### config.mk
export PLATFORM = sky130hd
export DESIGN_NAME = v3n_sqrt
export DESIGN_NICKNAME = d
export VERILOG_FILES = /design/src/hdl/v3n_pkg.sv /design/src/hdl/v3n_sqrt.sv
export SDC_FILE = /design/constraint.sdc
export NUM_CORES = 2
export LEC_CHECK = 0
export ABC_CLOCK_PERIOD_IN_PS = 6100
export BUFFER_PORTS_ARGS = -buffer_cell sky130_fd_sc_hd__buf_2
export CELL_PAD_IN_SITES_DETAIL_PLACEMENT = 1
export CELL_PAD_IN_SITES_GLOBAL_PLACEMENT = 1
export CORE_ASPECT_RATIO = 1.25
export CORE_UTILIZATION = 30
export CTS_CLUSTER_DIAMETER = 200
export DETAILED_ROUTE_END_ITERATION = 8
export MAX_ROUTING_LAYER = met4
export PLACE_DENSITY_LB_ADDON = 0.1
export SKIP_LAST_GASP = 1
export SYNTH_ARGS = -nofsm -noshare
export SYNTH_HDL_FRONTEND = slang
export SYNTH_SLANG_ARGS = --single-unit
### constraint.sdc
create_clock -name clk -period 6.1 [get_ports clk]
set_input_delay 1.22 -clock clk [delete_from_list [all_inputs] [get_ports clk]]
set_output_delay 1.22 -clock clk [all_outputs]
set_load 0.01 [all_outputs]
### src/hdl/v3n_pkg.sv
`timescale 1ns / 1ps
// ----------------------------------------------------------------------------
// v3n_pkg
// Widths and constants shared by the vector normalizer modules.
// ----------------------------------------------------------------------------
package v3n_pkg;
	localparam int COMP_W    = 32;
	localparam int MAG_W     = 33;
	localparam int SUM_W     = 67;
	localparam int LEN_W     = 34;
	localparam int UNIT_W    = 18;
	localparam int FRAC_BITS_DEFAULT = 16;
	localparam logic [UNIT_W-2:0] UNIT_MAX_MAG = '1;
endpackage

### src/hdl/v3n_sqrt.sv
`timescale 1ns / 1ps
// ----------------------------------------------------------------------------
// v3n_sqrt
// Pipelined integer square root, one result bit per stage, with side data.
// ----------------------------------------------------------------------------
module v3n_sqrt
	import v3n_pkg::*;
#(
	parameter int SIDE_W = 1
) (
	input  logic                 clk,
	input  logic                 arst_n,
	input  logic                 in_valid,
	input  logic [SUM_W-1:0]     radicand,
	input  logic [SIDE_W-1:0]    side_in,
	output logic                 out_valid,
	output logic [LEN_W-1:0]     root,
	output logic [SIDE_W-1:0]    side_out
);
	localparam int STEPS = LEN_W;

	// The radicand is widened to an even width so every stage takes a full pair.
	logic [STEPS:0]              vld_s;
	logic [2*STEPS-1:0]          rad_s  [STEPS+1];
	logic [LEN_W+1:0]            rem_s  [STEPS+1];
	logic [LEN_W-1:0]            root_s [STEPS+1];
	logic [SIDE_W-1:0]           side_s [STEPS+1];

	assign vld_s[0]  = in_valid;
	assign rad_s[0]  = (2*STEPS)'(radicand);
	assign rem_s[0]  = '0;
	assign root_s[0] = '0;
	assign side_s[0] = side_in;

	for (genvar i = 0; i < STEPS; i++) begin : g_step
		logic [LEN_W+1:0] rem_sh;
		logic [LEN_W+1:0] trial;
		logic [1:0]       pair;
		always_comb begin
			pair   = rad_s[i][2*(STEPS-1-i) +: 2];
			rem_sh = {rem_s[i][LEN_W-1:0], pair};
			trial  = {root_s[i], 2'b01};
		end
		always_ff @(posedge clk or negedge arst_n) begin
			if (!arst_n) begin
				vld_s[i+1] <= 1'b0;
			end else begin
				vld_s[i+1] <= vld_s[i];
			end
		end
		always_ff @(posedge clk) begin
			rad_s[i+1]  <= rad_s[i];
			side_s[i+1] <= side_s[i];
			if (rem_sh >= trial) begin
				rem_s[i+1]  <= rem_sh - trial;
				root_s[i+1] <= {root_s[i][LEN_W-2:0], 1'b1};
			end else begin
				rem_s[i+1]  <= rem_sh;
				root_s[i+1] <= {root_s[i][LEN_W-2:0], 1'b0};
			end
		end
	end

	assign out_valid = vld_s[STEPS];
	assign root      = root_s[STEPS];
	assign side_out  = side_s[STEPS];
endmodule

==> impl_metrics.yaml <==
status:
  status: "finished clean"
worst_setup_path:
  crit_chain: "or4_1, nor4b_2, nand4b_1, or3_1, or3_1, a211oi_2, or2_2, nor4_1, xor2_1"
  cpLargestDelayFamily: "simple AND/OR/NAND/NOR gates"
  worst-path-buf-inv: 0
  arrival_ns: 4.84
  start_kind: "flop"
  worstPathMaxFanout: 18
  crit_type: "flop to flop"
  reg2reg_from: "g_step[7].rem_sh[12]$_DFF_P_"
  crit_top_cell: "or3_1"
  crit_path_top_delay_cell: "a211oi_2"
  r2r_cells: 9
  required_ns: 6.88
  crit_start: "g_step[7].rem_sh[12]$_DFF_P_"
  critPathMaxStageDelay_ns: 0.88
  cp_num_cells: 9
  end_kind: "flop"
yosys:
  ys_types: 97
  synthXorXnorAreaFrac: 0.0753
  muxShareOfSynthArea: 0.0107
  synth-main-ff-cell: "dfxtp_1"
  ys_async_sr_fraction: 0.0120
  syn_area_sq_um: 103000
  synth_edf_count: 0
  yosysSeqAreaShare: 0.551
  synth-simple-area-share: 0.123
  synth_fa_ha_area_frac: 0.0766
  synthCells: 10200
  syn_area_per_cell_sq_um: 10.2
  syn-num-nets: 10900
  ys_ff_latch: 2834
  ys_warn_count: 0
  synth_compound_area_frac: 0.126
  synth_top_family_by_area: "compound AO/OA/AOI/OAI gates"
routing:
  vias_per_cell: 4.62
  postRouteAntennaNets: 0
  vias: 70000
  drt-initial-drc-count: 2251
  post_drt_wl_per_cell_um: 17.7
  first_pass_iters: 5
  totalWireLength_mm: 268
  post-route-drc-count: 0
worst_hold_path:
  worstHoldStart: "rad_s[1974]$_DFF_P_"
  min_path_type: "flop to flop"
  hold_depth: 0
sta:
  whs_ns: 0.294
  clock_skew_ns: 0.0500
  period_needed_ns: 4.07
  hold_viol_final: 0
  period_share: 0.667
  layout_setup_ws_ns: 2.03
  grt_setup_unrepaired: "no"
  worst_pin_slew_ns: 1.29
  setup_viol: 0
  max_freq_mhz: 246
  maxSlewViolCount: 0
  slew_headroom: 0.130
  finalSetupTns_ns: 0
grt:
  grt_pass1_wl_mm: 424
  grt_max_degree: 62
  antenna_found_initial: 6
  first_global_vias: 75200
  grtUsageTotal: 0.158
  grt_overflow_total: 0
final_layout:
  nNetsFinal: 11100
  area_delta_synth_final_pct: 15.9
  utilization: 0.350
  instances_no_fill: 15100
  nFillCells: 38100
  fin_area_sq_um: 120000
  final_common_cell: "dfxtp_1"
  drive_gt1_frac: 0.0795
  layout_common_cells: "2800 x dfxtp_1, 805 x inv_1, 734 x nand2_1"
placed_design:
  hpwlAfterDp_mm: 208
  dp.cells: 14600
  gp_congestion: 0.829
  dpl_cell_area_sq_um: 109000
  io_buffers: 106
  dp_slack_ns: 2.01
clock_network:
  numCtsBuffers: 307
  cts.reportedPaths.clkPinSlew_ns: 0.06
  cts_resized: 0
  clk-insertion-delay-late_ns: 0.92
  cts_setup_buffers: 0
  cts.sinks: 2834
  h-tree-depth: 5
  cts_tree: "built"
  cts_hold_buf: 0
  clockBufferDepth: 4
  cts_root_buf: "clkbuf_16"
power_and_ir_drop:
  power.density_nw_per_um2: 438
  p_leak_nw: 55.2
  p_total_mw: 52.4
  irDropWorstVdd_mv: 0.220
die:
  ioPinCount: 107
  core_area_sq_um: 342000
  die_area_sq_um: 347000
  rows: 240
  die_y_um: 658
  die_width_um: 527
  initial_core_util: 0.302
job:
  drv_cap: 0
## power by group
part           internal (mW)  leakage, nW  total, mW  switching (mW)
Clock                   11.4         5.16       19.2            7.77
Sequential              21.7         23.8       24.2            2.50
Combinational           3.86         26.2       9.02            5.15
Total                   36.9         55.2       52.4            15.4
## worst reg2reg max path: stages (launching register included)
cell	delay, ns
dfxtp_1	0.33
or4_1	0.60
nor4b_2	0.43
nand4b_1	0.22
or3_1	0.39
or3_1	0.38
a211oi_2	0.88
or2_2	0.44
nor4_1	0.11
xor2_1	0.15
## layout make-up
| cell class | instances | area [sq um] | area share |
|---|---|---|---|
| Antenna cell | 5 | 12.5 | 0.000105 |
| Sequential cell | 2834 | 56900 | 0.476 |
| Clock buffer | 416 | 8700 | 0.0727 |
| Timing Repair Buffer | 143 | 808 | 0.00676 |
| Multi-Input combinational cell | 6313 | 42700 | 0.357 |
| Inverter | 807 | 3030 | 0.0253 |
| Clock inverter | 142 | 1900 | 0.0158 |
| Tap cell | 4477 | 5600 | 0.0468 |
## routing by layer
metal / global-route usage / routed length, um / part of all wire / vias to the layer above
met5: - / 0 / 0 / -
met3: 0.0204 / 6920 / 0.026 / 496
met2: 0.300 / 144000 / 0.54 / 714
li1: - / - / - / 35200
met4: 0.0509 / 8780 / 0.033 / 0
met1: 0.167 / 108000 / 0.40 / 33600
## logic make-up (layout without fill, tap and decap cells)
family | Yosys count | in the layout
flip-flops | 2834 | 2834
AND/OR/NAND/NOR | 2590 | 2590
AO/OA/AOI/OAI | 2102 | 2102
buffers and inverters | 1016 | 1508
XOR/XNOR | 888 | 888
adder cells (fa/ha/maj) | 632 | 632
multiplexers | 100 | 100
other | 1 | 6
## state kept, by name, indices dropped and copies added, names as in the netlist
signal	flops
root	34
side_s	33
g_step.pair	66
vld_s	33
g_step.rem_sh	1049
side_out	1
out_valid	1
g_step.trial	561
rad_s	1056
## synthesized netlist by cell type, types with 62 or more instances
cell,count,area [sq um]
dfxtp_1,2800,56100
inv_1,805,3020
nand2_1,734,2760
ha_1,632,7910
a21oi_1,611,3060
nor2_1,605,2270
o21ai_0,573,2870
xnor2_1,459,4020
xor2_1,429,3760
a21o_1,287,2150
nor3_1,238,1190
nand3_1,190,951
clkbuf_1,185,694
o21a_1,123,923
nor4_1,121,757
nand2b_1,112,701
nand4_1,96,601
or3_1,90,563
mux2_2,86,968
nor2b_1,86,538
o21bai_1,66,495
a211oi_1,62,465
a31oi_1,62,388
## final timing paths
| kind | to | slack (ns) |
|---|---|---|
| worst max-delay path | g_step[8].rem_sh[29]$_DFF_P_ | 2.03 |
| worst min-delay path | rad_s[1906]$_DFF_P_ | 0.29 |
| worst max register to register | g_step[8].rem_sh[29]$_DFF_P_ | 2.03 |
| worst min register to register | rad_s[1906]$_DFF_P_ | 0.29 |
| max in group asynchronous | vld_s[28]$_DFF_PN0_ | 5.26 |
| min in group asynchronous | vld_s[14]$_DFF_PN0_ | 0.37 |
No activity file was read; power rests on OpenSTA's default activity.
